`config.mk`:
```
export PLATFORM = sky130hd
export DESIGN_NAME = expression_tokenizer_top
export DESIGN_NICKNAME = d
export VERILOG_FILES = /design/src/hdl/exprtok_pkg.sv /design/src/hdl/exprtok_scan.sv /design/src/hdl/exprtok_outq.sv /design/src/hdl/expression_tokenizer_top.sv
export SDC_FILE = /design/constraint.sdc
export NUM_CORES = 1
export LEC_CHECK = 0
export BUFFER_PORTS_ARGS = -buffer_cell sky130_fd_sc_hd__buf_2
export CORE_MARGIN = 10
export CORE_UTILIZATION = 40
export CTS_BUF_LIST = sky130_fd_sc_hd__clkbuf_4 sky130_fd_sc_hd__clkbuf_8 sky130_fd_sc_hd__clkbuf_16
export DETAILED_ROUTE_END_ITERATION = 10
export PLACE_DENSITY = 0.53
export SYNTH_ARGS = -nofsm -noshare
export SYNTH_HDL_FRONTEND = slang
export SYNTH_HIERARCHICAL = 1
export SYNTH_SLANG_ARGS = --single-unit
```
`constraint.sdc`:
```
create_clock -name i_clk -period 16.65 [get_ports i_clk]
set_clock_uncertainty 0.1 [all_clocks]
set_input_delay 3.33 -clock i_clk [delete_from_list [all_inputs] [get_ports i_clk]]
set_output_delay 3.33 -clock i_clk [all_outputs]
set_load 0.1 [all_outputs]
```
`src/hdl/exprtok_pkg.sv`:
```
// ----------------------------------------------------------------------------
// Expression tokenizer package
// Shared field widths, token kind codes and the token and result types.
// ----------------------------------------------------------------------------
package exprtok_pkg;

    localparam int OFFSET_BITS_DEF = 16;
    localparam int FIELD_BITS      = 16;
    localparam int KIND_BITS       = 5;
    localparam int Q_DEPTH         = 4;
    localparam int Q_PTR_BITS      = $clog2(Q_DEPTH);
    localparam int Q_CNT_BITS      = $clog2(Q_DEPTH + 1);

    localparam logic [KIND_BITS-1:0] K_END    = 5'd0;
    localparam logic [KIND_BITS-1:0] K_NUM    = 5'd1;
    localparam logic [KIND_BITS-1:0] K_IDENT  = 5'd2;
    localparam logic [KIND_BITS-1:0] K_LET    = 5'd3;
    localparam logic [KIND_BITS-1:0] K_FUN    = 5'd4;
    localparam logic [KIND_BITS-1:0] K_PLUS   = 5'd5;
    localparam logic [KIND_BITS-1:0] K_MINUS  = 5'd6;
    localparam logic [KIND_BITS-1:0] K_STAR   = 5'd7;
    localparam logic [KIND_BITS-1:0] K_SLASH  = 5'd8;
    localparam logic [KIND_BITS-1:0] K_CARET  = 5'd9;
    localparam logic [KIND_BITS-1:0] K_LPAREN = 5'd10;
    localparam logic [KIND_BITS-1:0] K_RPAREN = 5'd11;
    localparam logic [KIND_BITS-1:0] K_LBRACE = 5'd12;
    localparam logic [KIND_BITS-1:0] K_RBRACE = 5'd13;
    localparam logic [KIND_BITS-1:0] K_COMMA  = 5'd14;
    localparam logic [KIND_BITS-1:0] K_EQUAL  = 5'd15;
    localparam logic [KIND_BITS-1:0] K_ERROR  = 5'd16;

    typedef struct packed {
        logic [KIND_BITS-1:0]  kind;
        logic [FIELD_BITS-1:0] start;
        logic [FIELD_BITS-1:0] length;
        logic                  last;
    } t_tok;

    typedef struct packed {
        logic [1:0] count;
        t_tok       tok0;
        t_tok       tok1;
    } t_scan_res;

endpackage

```
`src/hdl/exprtok_scan.sv`:
```
// ----------------------------------------------------------------------------
// Expression tokenizer scanner
// Holds the lexer state and turns one accepted beat into up to two tokens.
// ----------------------------------------------------------------------------
module exprtok_scan #(
    parameter int OFFSET_BITS = exprtok_pkg::OFFSET_BITS_DEF
) (
    input  logic                   i_clk,
    input  logic                   i_rst_n,
    input  logic                   i_fire,
    input  logic                   i_mode,
    input  logic [7:0]             i_text_byte,
    output exprtok_pkg::t_scan_res o_res
);

    typedef enum logic [2:0] {
        ST_IDLE,
        ST_INT,
        ST_DOT,
        ST_FRAC,
        ST_IDENT,
        ST_ERROR
    } t_scan_state;

    localparam logic [2:0]  NO_MATCH = 3'd7;
    localparam logic [2:0]  KW_DONE  = 3'd3;
    localparam logic [23:0] KW_LET   = "let";
    localparam logic [23:0] KW_FUN   = "fun";
    localparam logic [7:0]  CH_DOT   = ".";
    localparam logic [7:0]  CH_UNDER = "_";

    t_scan_state            r_state, n_state;
    logic [OFFSET_BITS-1:0] r_begin, n_begin;
    logic [OFFSET_BITS-1:0] r_offset, n_offset;
    logic [2:0]             r_let, n_let;
    logic [2:0]             r_fun, n_fun;

    function automatic logic [2:0] adv(input logic [2:0] prog, input logic [23:0] kw,
                                       input logic [7:0] c);
        logic [7:0] ch;
        case (prog)
            3'd0:    ch = kw[23:16];
            3'd1:    ch = kw[15:8];
            default: ch = kw[7:0];
        endcase
        return (prog < KW_DONE && ch == c) ? prog + 3'd1 : NO_MATCH;
    endfunction

    function automatic exprtok_pkg::t_tok mk(input logic [exprtok_pkg::KIND_BITS-1:0] kind,
                                             input logic [OFFSET_BITS-1:0] start,
                                             input logic [OFFSET_BITS-1:0] len);
        exprtok_pkg::t_tok t;
        t.kind   = kind;
        t.start  = exprtok_pkg::FIELD_BITS'(start);
        t.length = exprtok_pkg::FIELD_BITS'(len);
        t.last   = 1'b0;
        return t;
    endfunction

    function automatic logic [exprtok_pkg::KIND_BITS-1:0] op_kind(input logic [7:0] c);
        logic [exprtok_pkg::KIND_BITS-1:0] k;
        unique case (c)
            "+":     k = exprtok_pkg::K_PLUS;
            "-":     k = exprtok_pkg::K_MINUS;
            "*":     k = exprtok_pkg::K_STAR;
            "/":     k = exprtok_pkg::K_SLASH;
            "^":     k = exprtok_pkg::K_CARET;
            "(":     k = exprtok_pkg::K_LPAREN;
            ")":     k = exprtok_pkg::K_RPAREN;
            "{":     k = exprtok_pkg::K_LBRACE;
            "}":     k = exprtok_pkg::K_RBRACE;
            ",":     k = exprtok_pkg::K_COMMA;
            "=":     k = exprtok_pkg::K_EQUAL;
            default: k = exprtok_pkg::K_END;
        endcase
        return k;
    endfunction

    logic [7:0]                        c;
    logic                              is_digit, is_alpha, is_space;
    logic [OFFSET_BITS-1:0]            pos, dot, span_pos, span_dot, one;
    logic [exprtok_pkg::KIND_BITS-1:0] id_kind, op_k;
    exprtok_pkg::t_tok                 tok0, tok1, tokx;
    logic [1:0]                        cnt;
    t_scan_state                       st1;
    logic                              emit_x;

    assign c        = i_text_byte;
    assign is_digit = (c >= "0") && (c <= "9");
    assign is_alpha = ((c >= "a") && (c <= "z")) || ((c >= "A") && (c <= "Z"))
                      || (c == CH_UNDER);
    assign is_space = (c == " ") || ((c >= 8'd9) && (c <= 8'd13));
    assign pos      = r_offset;
    assign one      = OFFSET_BITS'(1);
    assign dot      = (pos != '0) ? pos - one : '0;
    assign span_pos = (pos >= r_begin) ? pos - r_begin : '0;
    assign span_dot = (dot >= r_begin) ? dot - r_begin : '0;
    assign op_k     = op_kind(c);
    assign id_kind  = (r_let == KW_DONE) ? exprtok_pkg::K_LET :
                      (r_fun == KW_DONE) ? exprtok_pkg::K_FUN : exprtok_pkg::K_IDENT;

    always_comb begin
        n_state  = r_state;
        n_begin  = r_begin;
        n_offset = r_offset;
        n_let    = r_let;
        n_fun    = r_fun;
        tok0     = '0;
        tok1     = '0;
        tokx     = '0;
        cnt      = 2'd0;
        st1      = r_state;
        emit_x   = 1'b0;
        if (i_mode) begin
            unique case (r_state)
                ST_ERROR: begin
                end
                ST_DOT: begin
                    tok0 = mk(exprtok_pkg::K_NUM, r_begin, span_dot);
                    tok1 = mk(exprtok_pkg::K_ERROR, dot, one);
                    cnt  = 2'd2;
                end
                ST_INT, ST_FRAC: begin
                    tok0 = mk(exprtok_pkg::K_NUM, r_begin, span_pos);
                    tok1 = mk(exprtok_pkg::K_END, pos, '0);
                    cnt  = 2'd2;
                end
                ST_IDENT: begin
                    tok0 = mk(id_kind, r_begin, span_pos);
                    tok1 = mk(exprtok_pkg::K_END, pos, '0);
                    cnt  = 2'd2;
                end
                default: begin
                    tok0 = mk(exprtok_pkg::K_END, pos, '0);
                    cnt  = 2'd1;
                end
            endcase
            n_state  = ST_IDLE;
            n_begin  = '0;
            n_offset = '0;
            n_let    = 3'd0;
            n_fun    = 3'd0;
        end else begin
            unique case (r_state)
                ST_ERROR: begin
                end
                ST_DOT: begin
                    if (is_digit) begin
                        st1 = ST_FRAC;
                    end else begin
                        tok0 = mk(exprtok_pkg::K_NUM, r_begin, span_dot);
                        tok1 = mk(exprtok_pkg::K_ERROR, dot, one);
                        cnt  = 2'd2;
                        st1  = ST_ERROR;
                    end
                end
                ST_INT, ST_FRAC: begin
                    if (is_digit) begin
                    end else if (c == CH_DOT && r_state == ST_INT) begin
                        st1 = ST_DOT;
                    end else begin
                        tok0 = mk(exprtok_pkg::K_NUM, r_begin, span_pos);
                        cnt  = 2'd1;
                        st1  = ST_IDLE;
                    end
                end
                ST_IDENT: begin
                    if (is_alpha || is_digit) begin
                        n_let = adv(r_let, KW_LET, c);
                        n_fun = adv(r_fun, KW_FUN, c);
                    end else begin
                        tok0 = mk(id_kind, r_begin, span_pos);
                        cnt  = 2'd1;
                        st1  = ST_IDLE;
                    end
                end
                default: begin
                    st1 = ST_IDLE;
                end
            endcase
            if (st1 == ST_IDLE) begin
                if (is_space) begin
                end else if (is_digit) begin
                    st1     = ST_INT;
                    n_begin = pos;
                end else if (is_alpha) begin
                    st1     = ST_IDENT;
                    n_begin = pos;
                    n_let   = adv(3'd0, KW_LET, c);
                    n_fun   = adv(3'd0, KW_FUN, c);
                end else if (op_k != exprtok_pkg::K_END) begin
                    tokx   = mk(op_k, pos, one);
                    emit_x = 1'b1;
                end else begin
                    tokx   = mk(exprtok_pkg::K_ERROR, pos, one);
                    emit_x = 1'b1;
                    st1    = ST_ERROR;
                end
            end
            if (emit_x) begin
                if (cnt == 2'd0) begin
                    tok0 = tokx;
                end else begin
                    tok1 = tokx;
                end
                cnt = cnt + 2'd1;
            end
            n_state = st1;
            if (r_offset != '1) begin
                n_offset = r_offset + one;
            end
        end
        if (cnt == 2'd1) begin
            tok0.last = 1'b1;
        end
        if (cnt == 2'd2) begin
            tok1.last = 1'b1;
        end
    end

    assign o_res.count = i_fire ? cnt : 2'd0;
    assign o_res.tok0  = tok0;
    assign o_res.tok1  = tok1;

    always_ff @(posedge i_clk) begin
        if (!i_rst_n) begin
            r_state  <= ST_IDLE;
            r_begin  <= '0;
            r_offset <= '0;
            r_let    <= 3'd0;
            r_fun    <= 3'd0;
        end else if (i_fire) begin
            r_state  <= n_state;
            r_begin  <= n_begin;
            r_offset <= n_offset;
            r_let    <= n_let;
            r_fun    <= n_fun;
        end
    end

endmodule

```
`src/hdl/exprtok_outq.sv`:
```
// ----------------------------------------------------------------------------
// Expression tokenizer result queue
// Small register queue that takes up to two tokens per cycle and gives one while i_ready is high.
// ----------------------------------------------------------------------------
module exprtok_outq (
    input  logic                   i_clk,
    input  logic                   i_rst_n,
    input  exprtok_pkg::t_scan_res i_res,
    output logic                   o_room,
    output logic                   o_valid,
    input  logic                   i_ready,
    output exprtok_pkg::t_tok      o_tok
);

    exprtok_pkg::t_tok                  r_mem [exprtok_pkg::Q_DEPTH];
    logic [exprtok_pkg::Q_PTR_BITS-1:0] r_wr, r_rd;
    logic [exprtok_pkg::Q_CNT_BITS-1:0] r_cnt;
    logic                               pop;

    assign o_valid = (r_cnt != '0);
    assign o_tok   = r_mem[r_rd];
    assign pop     = o_valid && i_ready;
    assign o_room  = (r_cnt <= exprtok_pkg::Q_CNT_BITS'(exprtok_pkg::Q_DEPTH - 2));

    always_ff @(posedge i_clk) begin
        if (i_res.count != 2'd0) begin
            r_mem[r_wr] <= i_res.tok0;
        end
        if (i_res.count == 2'd2) begin
            r_mem[r_wr + exprtok_pkg::Q_PTR_BITS'(1)] <= i_res.tok1;
        end
    end

    always_ff @(posedge i_clk) begin
        if (!i_rst_n) begin
            r_wr  <= '0;
            r_rd  <= '0;
            r_cnt <= '0;
        end else begin
            r_wr  <= r_wr + exprtok_pkg::Q_PTR_BITS'(i_res.count);
            r_rd  <= r_rd + exprtok_pkg::Q_PTR_BITS'(pop);
            r_cnt <= r_cnt + exprtok_pkg::Q_CNT_BITS'(i_res.count)
                     - exprtok_pkg::Q_CNT_BITS'(pop);
        end
    end

endmodule

```
`src/hdl/expression_tokenizer_top.sv`:
```
// Tokens are registered in the result queue before they reach the output.
// Throughput: one input beat per cycle while o_ready is high; the output gives
// one token per cycle while i_ready is high. A beat that causes two tokens puts both
// into a four-entry result queue, and input is held off while fewer than two entries are free.
// Reset is synchronous and active low; it clears the scanner state and the queue.
// ----------------------------------------------------------------------------
// Expression tokenizer top level
// Streaming lexer: text bytes in, tokens with kind, start and length out.
// ----------------------------------------------------------------------------
module expression_tokenizer_top #(
    parameter int OFFSET_BITS = exprtok_pkg::OFFSET_BITS_DEF
) (
    input  logic        i_clk,
    input  logic        i_rst_n,
    input  logic        i_valid,
    output logic        o_ready,
    input  logic        i_mode,
    input  logic [7:0]  i_text_byte,
    output logic        o_valid,
    input  logic        i_ready,
    output logic [4:0]  o_token_kind,
    output logic [15:0] o_token_start,
    output logic [15:0] o_token_length,
    output logic        o_last_of_item
);

    exprtok_pkg::t_scan_res res;
    exprtok_pkg::t_tok      tok;
    logic                   room;
    logic                   fire;

    assign o_ready = room;
    assign fire    = i_valid && room;

    exprtok_scan #(
        .OFFSET_BITS(OFFSET_BITS)
    ) u_scan (
        .i_clk      (i_clk),
        .i_rst_n    (i_rst_n),
        .i_fire     (fire),
        .i_mode     (i_mode),
        .i_text_byte(i_text_byte),
        .o_res      (res)
    );

    exprtok_outq u_outq (
        .i_clk  (i_clk),
        .i_rst_n(i_rst_n),
        .i_res  (res),
        .o_room (room),
        .o_valid(o_valid),
        .i_ready(i_ready),
        .o_tok  (tok)
    );

    assign o_token_kind   = tok.kind;
    assign o_token_start  = tok.start;
    assign o_token_length = tok.length;
    assign o_last_of_item = tok.last;

endmodule

```
Word-level counts from Yosys, hierarchy flattened --
Memories as Yosys holds them, arrays and structs flattened. A register that Yosys moved wholly into a read port is not among the register bits. Index checks and enable logic that the tools add are counted.
Storage, ports and cells: bits in registers 48, RAM bits 152, input port bits 13, output and inout port bits 40, word-level logic and storage cells 198, memories 1
Cells by class: $add $sub $neg 12, $lt $le $gt $ge 13, eq/ne operators 32, mux-type cells 103, reduce and logical (&&, ||, !) cells 29
Memories:
- u_outq.r_mem | depth 4, bits a word 38, rd ports 1, clocked after Yosys merged registers in 1, wr ports 2, RTL line exprtok_outq.sv:15 | exprtok_pkg::t_tok r_mem [exprtok_pkg::Q_DEPTH];
Operator list (number):
- $mux 38 | 15
- $mux 16 | 10
- $pmux 38 s4 | 1
- $mux 8 | 16
- $pmux 38 s3 | 1
- $mux 3 | 29
- $eq 8x6->1 const B | 10
- $pmux 38 s2 | 1
- $mux 34 | 2
- $pmux 4 s11 | 1
- $eq 8x7->1 const B | 4
- $eq 8x8->1 | 4
- $ge 16x16->1 | 2
- $sub 16x16->16 | 2
- $pmux 5 s2 | 2
- $add 16x1->16 const B | 1
- $ge 8x7->1 const B | 2
- $le 8x7->1 const B | 2
- $mux 2 | 8
- $ne 16x16->1 const B | 1
- $reduce_bool 16->1 | 1
- $sub 16x1->16 const B | 1
- $mux 1 | 13
- $eq 3x2->1 const B | 4
- 33 further kinds | 56

Depth between registers and ports, before layout --
depth after elaboration 18, depth in mapped cells 21, depth with buffers taken out 19

Hierarchy --
The synthesis kept the hierarchy.
By module, submodules not included:
- exprtok_outq | instances 1, cells each 412, area each 7870.0 µm², seq. area each 4704.5 µm²
- exprtok_scan | instances 1, cells each 788, area each 5670.4 µm², seq. area each 820.8 µm²
- expression_tokenizer_top | instances 1, cells each 1, area each 6.3 µm², seq. area each 0.0 µm²

Worst setup path after synthesis --
OpenSTA, ideal clock, no wires.
path kind input to register, start input port i_text_byte[3], end memory u_outq/r_mem[0][0] (netlist name), enable pin, library setup time 0.486 ns, arrival time 8.162 ns, required time 16.064 ns, path slack 7.902 ns, cell stages on the path 13, path buffers 2, cells stage by stage buf_6 -> or4_4 -> a21oi_4 -> nor2_1 -> o21ai_1 -> nand2_1 -> ha_1 -> a21oi_1 -> o22a_1 -> nor2_1 -> buf_2 -> o21bai_1 -> o21ai_0
RTL lines:
- from (decl) | RTL line expression_tokenizer_top.sv:18 | input logic [7:0] i_text_byte,
- to (decl) | RTL line exprtok_outq.sv:15

==> flow_metrics.tcl <==
set metrics [dict create \
    first_global_vias 9411 \
    hold_viol_final 0 \
    worstSetupPathType "in -> reg" \
    diodes 0 \
    crit_slowest_cell "nor2_1" \
    tightest_slew_ps 1292 \
    postCtsSetupBuffers 0 \
    drive_gt1_share_pct 23.85 \
    synth.largest_area_cell "edfxtp_1" \
    hold_path_depth 2 \
    stdcell_area_um2 14620 \
    core_area_um2 33450 \
    ys_seq_area_share_pct 40.79 \
    grt_max_degree 42 \
    p_per_area_nw_per_um2 126.5 \
    synthMuxAreaShare_pct 20.22 \
    synth_compound_gate_area_share_pct 14.73 \
    crit_buf_inv 4 \
    critPathMaxStageDelay_ps 590 \
    netlist.area_leader.share_pct 33.69 \
    place_area_um2 14040 \
    regToRegSetupSlack_ps 9870 \
    rsz0062_at_grt "no" \
    cts_hold_buf 0 \
    io_pins 53 \
    globalRouteOverflowTotal 0 \
    irDropWorstVdd_v 0.0001209 \
    multi_input_area_um2 7428 \
    period_share_pct 45.47 \
    met1_usage_pct 24.57 \
    arrival_ps 7540 \
    status "finished, final reports clean" \
    fmax_ghz 0.1321 \
    min_period_ps 7571 \
    syn_area_per_cell_um2 11.28 \
    clock-root-buffer "clkbuf_16" \
    dr.pass1.iters 5 \
    portBuffers 52 \
    maxCapViolCount 0 \
    seqCellArea_um2 5528 \
    setup_viol 0 \
    synth_edf_count 152 \
    die_w_um 204.0 \
    clock_sinks 200 \
    synthAdderAreaFrac_pct 4.692 \
    cts_buffers 17 \
    routedWlPerCell_um 22.15 \
    drcViolationCount 0 \
    pre_cts_slack_ps 8632 \
    synth_common_cells "152 x edfxtp_1, 95 x mux2_2, 90 x nor2_1" \
    static-leakage-power_nw 5.193 \
    synth_xor_area_share_pct 3.436 \
    setup_ws_ps 9079 \
    critPathRequiredTime_ps 16620 \
    rr_startpoint "u_scan/pos[0]$_SDFFE_PN0P_" \
    routed_wl_mm 36.95 \
    cp_top_family "simple AND/OR/NAND/NOR gates" \
    grt-busiest-layer "met2" \
    synthSimpleGateAreaFrac_pct 11.00 \
    critPathLaunchType "input pin" \
    crit_chain "buf_2 -> o21ai_1 -> and4_1 -> nor2_1 -> inv_1 -> ha_1 -> a21oi_1 -> o22a_1 -> nor2_1 -> and4bb_2 -> buf_4 -> o21bai_4 -> buf_4" \
    use_met3_pct 3.535 \
    syn_area_um2 13550 \
    cts_tree "yes" \
    grt_pass1_wl_mm 57.16 \
    antenna_found_initial 0 \
    gp_congestion 0.9183 \
    nFillCells 3141 \
    avgViaCountPerCell 5.844 \
    grt.total_usage_pct 17.64 \
    die_h_um 204.0 \
    nNetsFinal 1269 \
    synthArstFlopShare_pct 0 \
    clock_latency_ps 440 \
    slew_headroom_pct 13.40 \
    hold-worst-slack_ps 378.1 \
    netlist_instances 1201 \
    yosys_register_bits 200 \
    dpl.hpwl_mm 25.76 \
    whs_endpoint "u_scan/r_let[2]$_SDFFE_PN0P_" \
    yosysMostFrequentCell "edfxtp_1" \
    min_path_type "reg -> reg" \
    ctsHtreeMaxLevel 4 \
    syn_to_final_growth_pct 7.943 \
    final_antenna_net_count 0 \
    synth.area.top_cells "edfxtp_1 34%, mux2_2 7.9%, dfxtp_1 7.1%, mux4_2 6.3%, ha_1 4.2%" \
    crit_fanout 39 \
    rr_endpoint "u_outq/r_mem[1][14]$_DFFE_PP_" \
    synth_top_family_by_area "multiplexers" \
    end_kind "register" \
    path_clk_slew_ps 70 \
    num_vias 9747 \
    tns_ps 0 \
    rr_worst_depth 15 \
    dieArea_um2 41630 \
    final_max_slew_viol_count 0 \
    start_util_pct 40.50 \
    yosysWarningCount 6 \
    synthFlopType "edfxtp_1" \
    drt_iter0_markers 1039 \
    rows 67 \
    cts_buffer_depth 2 \
    cts_resized 0 \
    grt_use_met2_pct 27.49 \
    ys_types 92 \
    hold_start "u_scan/r_let[2]$_SDFFE_PN0P_" \
]
## layer usage
layer	part of all wire, %	up-vias
met5	0	-
met4	1.4	0
met3	6.2	28
met2	46	283
met1	47	4851
li1	-	4585
## report_power, final
group,total (mW),internal (mW),switching (mW)
registers,0.623,0.600,0.0233
clock network,0.411,0.213,0.198
logic,0.815,0.203,0.612
total,1.85,1.02,0.833
## cells in the final DEF, fill, tap and decap left out, drive strengths merged, types with 10 or more instances in the layout
cell type and n:
a21oi 53, nor2b 10, clkbuf 21, nand3 23, nor2 90, xor2 18
nand4 12, a221oi 11, mux4 38, xnor2 30, nand2 56, a22oi 28
nor3 25, mux2 154, inv 55, dfxtp 48, ha 46, edfxtp 152
and2 14, o22ai 17, buf 63, o21ai 61, conb 15, a22o 36
## metrics by stage
stage	instances	utilization [%]	total power [mW]
final	1668	43.72	1.849
after global routing	1668	43.72	1.934
after CTS	1668	43.72	1.867
after detailed placement	1636	41.99	1.453
after global placement	1636	41.99	1.452
after floorplan	1215	-	1.305
## worst max-delay path by stage
stage / start / to / slack (ps) / cells after the start
after floorplan: i_text_byte[3] / u_outq/r_mem[0][0]$_DFFE_PP_ / 7900 / 13
after global placement: i_text_byte[3] / u_outq/r_mem[2][11]$_DFFE_PP_ / 8740 / 14
after detailed placement: i_text_byte[3] / u_outq/r_mem[2][11]$_DFFE_PP_ / 8630 / 13
after CTS: i_text_byte[3] / u_outq/r_mem[2][16]$_DFFE_PP_ / 9090 / 13
after global routing: i_text_byte[3] / u_outq/r_mem[2][17]$_DFFE_PP_ / 8750 / 13
final: i_text_byte[3] / u_outq/r_mem[2][16]$_DFFE_PP_ / 9080 / 13
## worst reg2reg max path, stage by stage (launching register included)
cell and delay [ps]:
dfxtp_1 470, inv_1 230, ha_1 390, or3b_1 440
nor4_1 400, and3_1 750, nor2_1 230, ha_1 420
a21oi_1 310, a21oi_1 150, o41ai_1 550, a32oi_1 320
and2_0 600, a32o_1 510, a32o_1 330, mux2_2 290
## kinds of logic (layout without fill, tap and decap cells)
logic type | Yosys count | after routing
buf+inv | 139 | 144
fa+ha+maj | 49 | 49
flops | 200 | 200
mux | 196 | 196
compound gates | 282 | 282
simple gates | 284 | 284
xor+xnor | 50 | 50
other cells | 1 | 15
## sequential cells by signal (all words and copies together), names as in the netlist
signal,cells
u_outq/r_mem,152
u_scan/pos,16
u_scan/r_begin,16
u_outq/r_cnt,3
u_scan/r_fun,3
u_scan/r_let,3
u_scan/r_state,3
u_outq/r_rd,2
u_outq/r_wr,2
## final cells by class
cell class	instances	area share, %
Tap cell	448	3.833
Clock inverter	11	0.6845
Timing Repair Buffer	63	2.344
Sequential cell	200	37.80
Inverter	49	1.258
Clock buffer	21	3.277
Multi-Input combinational cell	876	50.80
Note: power is estimated with default switching activity, not from simulation.
